===== src/hdl/mmh_pkg.sv =====
// shared constants, state codes and control structs for the murmur hash block
package mmh_pkg;

  localparam logic [63:0] MulConst   = 64'hc6a4a7935bd1e995;
  localparam int          ShiftConst = 47;

  typedef enum logic [3:0] {
    ST_IDLE,
    ST_START,
    ST_LEN_MUL,
    ST_LEN_WB,
    ST_KEY_MUL,
    ST_KEY_WB,
    ST_MIX_MUL,
    ST_MIX_WB,
    ST_TAIL,
    ST_ACC_MUL,
    ST_ACC_WB,
    ST_FIN_MUL,
    ST_FIN_WB
  } state_t;

  // multiplier operand source
  typedef enum logic [2:0] {
    OP_LENGTH,
    OP_DATA,
    OP_WORK,
    OP_ACCUM,
    OP_FINAL
  } operand_t;

  // destination of the multiplier result
  typedef enum logic [2:0] {
    WB_NONE,
    WB_SEED,
    WB_KEY,
    WB_MIX,
    WB_ACCUM,
    WB_TAIL,
    WB_OUT
  } wb_t;

  typedef struct packed {
    logic     capture;
    logic     mul_issue;
    operand_t operand;
    wb_t      wb;
  } ctrl_cmd_t;

  typedef struct packed {
    logic first;
    logic last;
    logic count_full;
    logic count_zero;
    logic out_busy;
  } dp_status_t;

endpackage


===== src/hdl/murmur_hash_64a.sv =====
// top level of the streaming murmur hash 64a engine
// the single shared multiplier limits the block to one item at a time, taken only in idle;
//   a full word takes three multiplies, a tail word one, an empty word none, seed load and
//   finalization one each, a dropped item is accepted and discarded; a busy output holds
//   finalization until the receiver takes the previous hash
// reset: synchronous active-high rst clears seed, accumulator, length counters and message state
module murmur_hash_64a #(
  parameter int LENGTH_WIDTH = 31,
  localparam int InDataWidth = ((68 + LENGTH_WIDTH + 7) / 8) * 8
) (
  input  logic                   clk,
  input  logic                   rst,

  // seed register write
  input  logic                   cfg_wr_en,
  input  logic [63:0]            cfg_wr_data,

  // item input
  input  logic                   s_axis_tvalid,
  output logic                   s_axis_tready,
  // word_data [63:0], byte_count [67:64], total_length above, zero padded to bytes
  input  logic [InDataWidth-1:0] s_axis_tdata,
  // first_word
  input  logic                   s_axis_tuser,
  // last_word
  input  logic                   s_axis_tlast,

  // hash output
  output logic                   m_axis_tvalid,
  input  logic                   m_axis_tready,
  // hash_value [63:0]
  output logic [63:0]            m_axis_tdata,
  // length_mismatch
  output logic                   m_axis_tuser
);

  mmh_pkg::ctrl_cmd_t  cmd;
  mmh_pkg::dp_status_t status;

  // sequencer: decides which multiply runs next and where the result lands
  mmh_ctrl u_ctrl (
    .clk      (clk),
    .rst      (rst),
    .in_valid (s_axis_tvalid),
    .in_first (s_axis_tuser),
    .in_last  (s_axis_tlast),
    .in_ready (s_axis_tready),
    .status   (status),
    .cmd      (cmd)
  );

  // datapath: captured item, accumulator, shared multiplier and output register
  mmh_datapath #(
    .LENGTH_WIDTH (LENGTH_WIDTH)
  ) u_datapath (
    .clk          (clk),
    .rst          (rst),
    .cfg_wr_en    (cfg_wr_en),
    .cfg_wr_data  (cfg_wr_data),
    .in_data      (s_axis_tdata[63:0]),
    .in_count     (s_axis_tdata[67:64]),
    .in_first     (s_axis_tuser),
    .in_last      (s_axis_tlast),
    .in_total     (s_axis_tdata[68 +: LENGTH_WIDTH]),
    .cmd          (cmd),
    .status       (status),
    .out_ready    (m_axis_tready),
    .out_valid    (m_axis_tvalid),
    .out_hash     (m_axis_tdata),
    .out_mismatch (m_axis_tuser)
  );

endmodule


===== src/hdl/mmh_mul.sv =====
// 64-bit multiply by the hash constant, low half only, from registered 32x32 partials
module mmh_mul (
  input  logic        clk,
  input  logic        issue,
  input  logic [63:0] operand,
  output logic [63:0] product
);

  logic [63:0] part_lo;
  logic [31:0] cross_a;
  logic [31:0] cross_b;

  always_ff @(posedge clk) begin
    if (issue) begin
      part_lo <= 64'(operand[31:0]) * 64'(mmh_pkg::MulConst[31:0]);
      cross_a <= operand[63:32] * mmh_pkg::MulConst[31:0];
      cross_b <= operand[31:0] * mmh_pkg::MulConst[63:32];
    end
  end

  assign product = part_lo + {cross_a + cross_b, 32'b0};

endmodule


===== src/hdl/mmh_datapath.sv =====
// item capture, accumulator, length bookkeeping and result register
module mmh_datapath #(
  parameter int LENGTH_WIDTH = 31
) (
  input  logic                    clk,
  input  logic                    rst,
  input  logic                    cfg_wr_en,
  input  logic [63:0]             cfg_wr_data,
  input  logic [63:0]             in_data,
  input  logic [3:0]              in_count,
  input  logic                    in_first,
  input  logic                    in_last,
  input  logic [LENGTH_WIDTH-1:0] in_total,
  input  mmh_pkg::ctrl_cmd_t      cmd,
  output mmh_pkg::dp_status_t     status,
  input  logic                    out_ready,
  output logic                    out_valid,
  output logic [63:0]             out_hash,
  output logic                    out_mismatch
);

  logic [63:0]             seed;
  logic [63:0]             cap_data;
  logic [3:0]              cap_count;
  logic                    cap_first;
  logic                    cap_last;
  logic [LENGTH_WIDTH-1:0] cap_total;
  logic [63:0]             accum;
  logic [63:0]             work;
  logic [LENGTH_WIDTH-1:0] bytes_seen;
  logic [LENGTH_WIDTH-1:0] expected_length;

  logic [3:0]              count_clamped;
  logic [LENGTH_WIDTH-1:0] seen_base;
  logic [LENGTH_WIDTH:0]   seen_sum;
  logic [LENGTH_WIDTH-1:0] bytes_seen_next;
  logic [63:0]             mul_operand;
  logic [63:0]             product;
  logic [63:0]             product_fold;
  logic [63:0]             tail_mask;

  assign count_clamped = in_count[3] ? 4'd8 : in_count;

  // saturating byte counter, restarted by a first item
  always_comb begin
    seen_base = in_first ? '0 : bytes_seen;
    seen_sum  = {1'b0, seen_base} + (LENGTH_WIDTH + 1)'(count_clamped);
    bytes_seen_next = seen_sum[LENGTH_WIDTH] ? '1 : seen_sum[LENGTH_WIDTH-1:0];
  end

  always_comb begin
    for (int i = 0; i < 8; i++) begin
      tail_mask[i*8 +: 8] = (4'(i) < cap_count) ? 8'hff : 8'h00;
    end
  end

  always_comb begin
    unique case (cmd.operand)
      mmh_pkg::OP_LENGTH: mul_operand = 64'(cap_total);
      mmh_pkg::OP_DATA:   mul_operand = cap_data;
      mmh_pkg::OP_WORK:   mul_operand = work;
      mmh_pkg::OP_ACCUM:  mul_operand = accum;
      mmh_pkg::OP_FINAL:  mul_operand = accum ^ (accum >> mmh_pkg::ShiftConst);
      default:            mul_operand = accum;
    endcase
  end

  mmh_mul u_mul (
    .clk     (clk),
    .issue   (cmd.mul_issue),
    .operand (mul_operand),
    .product (product)
  );

  assign product_fold = product ^ (product >> mmh_pkg::ShiftConst);

  always_ff @(posedge clk) begin
    if (rst) begin
      seed            <= '0;
      bytes_seen      <= '0;
      expected_length <= '0;
      accum           <= '0;
    end else begin
      if (cfg_wr_en) begin
        seed <= cfg_wr_data;
      end
      if (cmd.capture) begin
        bytes_seen <= bytes_seen_next;
        if (in_first) begin
          expected_length <= in_total;
        end
      end
      unique case (cmd.wb)
        mmh_pkg::WB_SEED:  accum <= seed ^ product;
        mmh_pkg::WB_MIX:   accum <= accum ^ product;
        mmh_pkg::WB_ACCUM: accum <= product;
        mmh_pkg::WB_TAIL:  accum <= accum ^ (cap_data & tail_mask);
        default: ;
      endcase
    end
  end

  always_ff @(posedge clk) begin
    if (cmd.capture) begin
      cap_data  <= in_data;
      cap_count <= count_clamped;
      cap_first <= in_first;
      cap_last  <= in_last;
      cap_total <= in_total;
    end
    if (cmd.wb == mmh_pkg::WB_KEY) begin
      work <= product_fold;
    end
    if (cmd.wb == mmh_pkg::WB_OUT) begin
      out_hash     <= product_fold;
      out_mismatch <= (bytes_seen != expected_length);
    end
  end

  always_ff @(posedge clk) begin
    if (rst) begin
      out_valid <= 1'b0;
    end else if (cmd.wb == mmh_pkg::WB_OUT) begin
      out_valid <= 1'b1;
    end else if (out_ready) begin
      out_valid <= 1'b0;
    end
  end

  always_comb begin
    status.first      = cap_first;
    status.last       = cap_last;
    status.count_full = cap_count[3];
    status.count_zero = (cap_count == 4'd0);
    status.out_busy   = out_valid & ~out_ready;
  end

endmodule


===== src/hdl/mmh_ctrl.sv =====
// sequencer that steps one item through the shared multiplier
module mmh_ctrl (
  input  logic                clk,
  input  logic                rst,
  input  logic                in_valid,
  input  logic                in_first,
  input  logic                in_last,
  output logic                in_ready,
  input  mmh_pkg::dp_status_t status,
  output mmh_pkg::ctrl_cmd_t  cmd
);

  mmh_pkg::state_t state;
  mmh_pkg::state_t state_next;
  logic            in_message;
  logic            in_message_next;

  // step after the seed is loaded or straight after capture
  function automatic mmh_pkg::state_t route(mmh_pkg::dp_status_t s);
    mmh_pkg::state_t r;
    priority if (s.count_full) begin
      r = mmh_pkg::ST_KEY_MUL;
    end else if (!s.count_zero) begin
      r = mmh_pkg::ST_TAIL;
    end else if (s.last) begin
      r = mmh_pkg::ST_FIN_MUL;
    end else begin
      r = mmh_pkg::ST_IDLE;
    end
    return r;
  endfunction

  always_ff @(posedge clk) begin
    if (rst) begin
      state      <= mmh_pkg::ST_IDLE;
      in_message <= 1'b0;
    end else begin
      state      <= state_next;
      in_message <= in_message_next;
    end
  end

  always_comb begin
    state_next      = state;
    in_message_next = in_message;
    unique case (state)
      mmh_pkg::ST_IDLE: begin
        if (in_valid && (in_first || in_message)) begin
          state_next      = mmh_pkg::ST_START;
          in_message_next = ~in_last;
        end
      end
      mmh_pkg::ST_START:   state_next = status.first ? mmh_pkg::ST_LEN_MUL : route(status);
      mmh_pkg::ST_LEN_MUL: state_next = mmh_pkg::ST_LEN_WB;
      mmh_pkg::ST_LEN_WB:  state_next = route(status);
      mmh_pkg::ST_KEY_MUL: state_next = mmh_pkg::ST_KEY_WB;
      mmh_pkg::ST_KEY_WB:  state_next = mmh_pkg::ST_MIX_MUL;
      mmh_pkg::ST_MIX_MUL: state_next = mmh_pkg::ST_MIX_WB;
      mmh_pkg::ST_MIX_WB:  state_next = mmh_pkg::ST_ACC_MUL;
      mmh_pkg::ST_TAIL:    state_next = mmh_pkg::ST_ACC_MUL;
      mmh_pkg::ST_ACC_MUL: state_next = mmh_pkg::ST_ACC_WB;
      mmh_pkg::ST_ACC_WB:  state_next = status.last ? mmh_pkg::ST_FIN_MUL : mmh_pkg::ST_IDLE;
      mmh_pkg::ST_FIN_MUL: state_next = mmh_pkg::ST_FIN_WB;
      mmh_pkg::ST_FIN_WB:  state_next = status.out_busy ? mmh_pkg::ST_FIN_WB : mmh_pkg::ST_IDLE;
      default:             state_next = mmh_pkg::ST_IDLE;
    endcase
  end

  always_comb begin
    in_ready      = 1'b0;
    cmd.capture   = 1'b0;
    cmd.mul_issue = 1'b0;
    cmd.operand   = mmh_pkg::OP_ACCUM;
    cmd.wb        = mmh_pkg::WB_NONE;
    unique case (state)
      mmh_pkg::ST_IDLE: begin
        in_ready    = 1'b1;
        cmd.capture = in_valid & (in_first | in_message);
      end
      mmh_pkg::ST_LEN_MUL: begin
        cmd.mul_issue = 1'b1;
        cmd.operand   = mmh_pkg::OP_LENGTH;
      end
      mmh_pkg::ST_LEN_WB: cmd.wb = mmh_pkg::WB_SEED;
      mmh_pkg::ST_KEY_MUL: begin
        cmd.mul_issue = 1'b1;
        cmd.operand   = mmh_pkg::OP_DATA;
      end
      mmh_pkg::ST_KEY_WB: cmd.wb = mmh_pkg::WB_KEY;
      mmh_pkg::ST_MIX_MUL: begin
        cmd.mul_issue = 1'b1;
        cmd.operand   = mmh_pkg::OP_WORK;
      end
      mmh_pkg::ST_MIX_WB: cmd.wb = mmh_pkg::WB_MIX;
      mmh_pkg::ST_TAIL:   cmd.wb = mmh_pkg::WB_TAIL;
      mmh_pkg::ST_ACC_MUL: begin
        cmd.mul_issue = 1'b1;
        cmd.operand   = mmh_pkg::OP_ACCUM;
      end
      mmh_pkg::ST_ACC_WB: cmd.wb = mmh_pkg::WB_ACCUM;
      mmh_pkg::ST_FIN_MUL: begin
        cmd.mul_issue = 1'b1;
        cmd.operand   = mmh_pkg::OP_FINAL;
      end
      mmh_pkg::ST_FIN_WB: cmd.wb = status.out_busy ? mmh_pkg::WB_NONE : mmh_pkg::WB_OUT;
      default: ;
    endcase
  end

endmodule


===== config.mk =====
export PLATFORM = sky130hd
export DESIGN_NAME = murmur_hash_64a
export DESIGN_NICKNAME = d
export VERILOG_FILES = /design/src/hdl/mmh_pkg.sv /design/src/hdl/murmur_hash_64a.sv /design/src/hdl/mmh_mul.sv /design/src/hdl/mmh_datapath.sv /design/src/hdl/mmh_ctrl.sv
export SDC_FILE = /design/constraint.sdc
export NUM_CORES = 2
export LEC_CHECK = 0
export BUFFER_PORTS_ARGS = -buffer_cell sky130_fd_sc_hd__buf_2
export CAP_MARGIN = 40
export CORE_ASPECT_RATIO = 0.8
export CORE_MARGIN = 8
export CORE_UTILIZATION = 25
export CTS_CLUSTER_DIAMETER = 200
export CTS_CLUSTER_SIZE = 24
export DETAILED_ROUTE_END_ITERATION = 8
export GPL_TIMING_DRIVEN = 0
export HOLD_SLACK_MARGIN = 0.02
export SYNTH_ARGS = -nofsm -noshare
export SYNTH_HDL_FRONTEND = slang
export SYNTH_SLANG_ARGS = --single-unit
export TNS_END_PERCENT = 5

===== constraint.sdc =====
create_clock -name clk -period 11.92 [get_ports clk]
set_input_delay 0.596 -clock clk [delete_from_list [all_inputs] [get_ports clk]]
set_output_delay 0.596 -clock clk [all_outputs]
set_load 0.02 [all_outputs]

==> summary.txt <==
Die
  • FP Rows: between 150 and 200
  • Die width: roughly 570 µm
  • Die area: roughly 260000 µm²
  • Top Ports: between 200 and 250
  • Core area: 240900 µm²
  • DIE HEIGHT: about 460 µm
  • Initial Utilization: ~25%

Synth
  • Ys async rst share: 0%
  • Netlist cell types: 97
  • Cell Area, Synth: approximately 61000 µm²
  • Seq/Total Area, Yosys: 24.09%
  • Post-Syn Instances: 6043
  • Synth warn: 0
  • EDFF count, synth: about 360
  • Synthesized net count: between 7k and 8k
  • Syn Area/Cell: about 10 µm²
  • Main synth FF type: edfxtp_1
  • Register bit total from synthesis: around 550

Finish
  • Commonest non-fill, non-tap cells in the layout: 1264 x inv_1, 877 x ha_1, 765 x fa_1
  • Final nets: between 8k and 9k
  • Multi-input gate area: around 40000 µm²
  • Sequential cell area: 14610 µm²
  • Final core area utilization: between 20 and 30%
  • Final design area excluding fillers: around 68000 µm²
  • Filler cells: 25.28k
  • Share of layout cells above drive strength 1: between 6 and 7%
  • Most common cell after layout, fill and taps aside: inv_1
  • Post-synthesis to final-layout area growth: 11.84%

Place
  • HPWL Detailed: about 190000 µm
  • Port-buffer cells: around 240
  • RD Place Congestion: 1.007
  • Placed Instance Area: between 60000 and 70000 µm²

Setup path
  • Critical-path top delay cell: fa_1
  • CP peak stage delay: approximately 650 ps
  • WS Path Type: flip-flop to flip-flop
  • Reg-to-reg startpoint: u_ctrl.state[1]$_SDFFE_PP0P_
  • Critical Path RT: around 12000 ps
  • Register-to-register setup slack: 300 ps
  • Startpoint types: flip-flop
  • Register-to-Register Path Depth: 34
  • Cell mode on critical path: fa_1
  • RR Endpoint: u_datapath.u_mul.part_lo[54]$_DFFE_PN_
  • Max FO, Critical Path: 12
  • Worst setup EP type: flip-flop
  • WP data arrival: approximately 12000 ps

Clocking
  • Sink Count: approximately 550
  • Worst-skew pair later-pin latency: roughly 640 ps
  • Root Driver: clkbuf_16
  • Htree depth: 1
  • Cts-stage hold buffer count: 0
  • Clk buf depth: 3
  • CTS buffer count: 27
  • Worst-path clk slew: between 100 and 150 ps
  • CTS tree: done

Status
  • Status: complete, no violations

Min path
  • Hold Path Depth: 1
  • Min-Delay Endpoint: u_datapath.cap_data[0]$_DFFE_PP_
  • Hold Startpoint: s_axis_tdata[0]
  • Worst Hold Class: primary input to flip-flop

STA
  • Fin Hold WS: 127.2 ps
  • Fmax: roughly 0.086 GHz
  • Endpoints failing hold: 0
  • Fin crit period: about 12000 ps
  • Finish-stage setup viols: 0
  • Max-slew violation count: 0
  • Clk_skew: about 28 ps
  • Post-Route Setup TNS: 0 ps
  • Max-slew headroom: a little under a third
  • Fin crit share: a little over nine tenths
  • Slew @ Worst Pin: 1041 ps
  • RSZ-0062 raised after global routing: false

Power and ir drop
  • LEAKAGE: between 30 and 40 nW
  • Total power: roughly 0.0074 W
  • Max VDD drop: ~0.12 mV
  • Pwr Density: approximately 110 nW/µm²

Global routing
  • Final global-route overflow total: 0
  • Initial antenna violation count: 19
  • Vias in the first global route: 47.07k
  • Largest net degree at the start of global routing: 56
  • GRT Util Overall: between 15 and 20%
  • First-pass GRT wire length: between 300000 and 400000 µm

Job
  • Max Cap Violations: 0

Route
  • TritonRoute pass-1 iters: 6
  • Vias: 46.42k
  • Vias per inst: just under 5
  • Post-route DRC: 0
  • Drt wl/cell: 23.14 µm
  • Drt first-iter violations: roughly 5k
  • Final ANT Viol Nets: 0
  • Final WL: around 220000 µm
==> power by group <==
group          switching [W]  internal (W)
Combinational        0.00253       0.00145
Clock               0.000662      0.000450
Sequential         0.0000932       0.00226
==> registers in the layout, summed over array words and instances, names as in the netlist, 32 cells and up <==
signal	count
u_datapath.accum	64
u_datapath.cap_data	64
u_datapath.out_hash	64
u_datapath.seed	64
u_datapath.work	64
u_datapath.u_mul.part_lo	62
u_datapath.u_mul.cross_a	32
u_datapath.u_mul.cross_b	32
==> stage by stage <==
stage / cells / setup WS (ps)
2_1_floorplan: 6043 / 3200
3_3_place_gp: 9456 / -1731
3_5_place_dp: 9552 / -524.3
4_1_cts: 9601 / 19.87
5_1_grt: 9601 / 16.04
6_report: 9604 / 302.9
==> Yosys cell counts (all sizes together) (20+ instances only) <==
master  count  share of area (%)
o211ai     20               0.25
a211oi     30               0.38
nor3       84               0.72
xor2       87                1.3
buf        29               0.20
nand4      31               0.32
nor2b      32               0.34
inv      1265                7.8
nand2b     34               0.35
nand2     428                2.6
o21ai     184                1.5
or2        25               0.26
fa        765                 25
a22oi      80                1.0
a21o       86                1.1
nand3      82               0.68
nor2      294                1.8
mux2i      69                1.1
dfxtp     196                6.5
o21a       28               0.35
xnor2     187                2.7
and3       31               0.32
a211o      26               0.38
ha        877                 18
edfxtp    356                 18
o22ai      36               0.37
a21oi     327                2.7
a31oi      46               0.47
o21bai     29               0.37
clkbuf    110               0.68
==> per-layer routing <==
layer / global-route usage, % / share of wire [%]
met4: 4.659 / 3.5
met5: 0 / 0.020
met1: 23.71 / 44
met3: 3.315 / 9.4
met2: 25.19 / 43
==> layout make-up <==
| type | instances | area share, % |
|---|---|---|
| plain buffers | 137 | 0.7932 |
| flip-flops and latches | 552 | 21.55 |
| inverters | 1266 | 7.006 |
| repair buffers | 333 | 3.405 |
| clock buffers | 48 | 1.144 |
| well taps | 3178 | 5.862 |
| diodes | 3 | 0.01107 |
| multi-input cells | 4086 | 60.20 |
| clock inverters | 1 | 0.02951 |
==> repair_timing <==
action	CTS	global route
gates resized for setup	3	8
pin swaps	0	1
buffers inserted	0	1
endpoints found under the setup margin	5	9
cloned	0	0
==> critical path, delay by kind of cell (launching register included) <==
| kind | cells | cell delay, ps |
|---|---|---|
| simple gates | 8 | 2320 |
| flops | 1 | 320 |
| compound gates | 6 | 1850 |
| fa+ha+maj | 9 | 4120 |
| buf+inv | 10 | 2410 |
| mux | 1 | 230 |
==> kinds of logic after synthesis <==
group	Yosys count	share of synthesized area [%]
fa+ha+maj	1642	43.34
buf+inv	1405	8.720
simple gates	1110	8.297
compound gates	989	10.38
flops	552	24.09
xor+xnor	274	3.969
mux	71	1.194
==> how the worst max path moves through the flow <==
stage | start | end | cells past startpoint
final | u_ctrl.state[1]$_SDFFE_PP0P_ | u_datapath.u_mul.part_lo[54]$_DFFE_PN_ | 34
after global routing | u_ctrl.state[1]$_SDFFE_PP0P_ | u_datapath.u_mul.part_lo[58]$_DFFE_PN_ | 34
after CTS | u_ctrl.state[1]$_SDFFE_PP0P_ | u_datapath.u_mul.part_lo[54]$_DFFE_PN_ | 33
after detailed placement | u_ctrl.state[1]$_SDFFE_PP0P_ | u_datapath.u_mul.part_lo[54]$_DFFE_PN_ | 34
after global placement | u_ctrl.state[1]$_SDFFE_PP0P_ | u_datapath.u_mul.part_lo[54]$_DFFE_PN_ | 32
after floorplan | u_ctrl.state[1]$_SDFFE_PP0P_ | u_datapath.u_mul.part_lo[60]$_DFFE_PN_ | 33
Note: power is estimated with default switching activity, not from simulation.
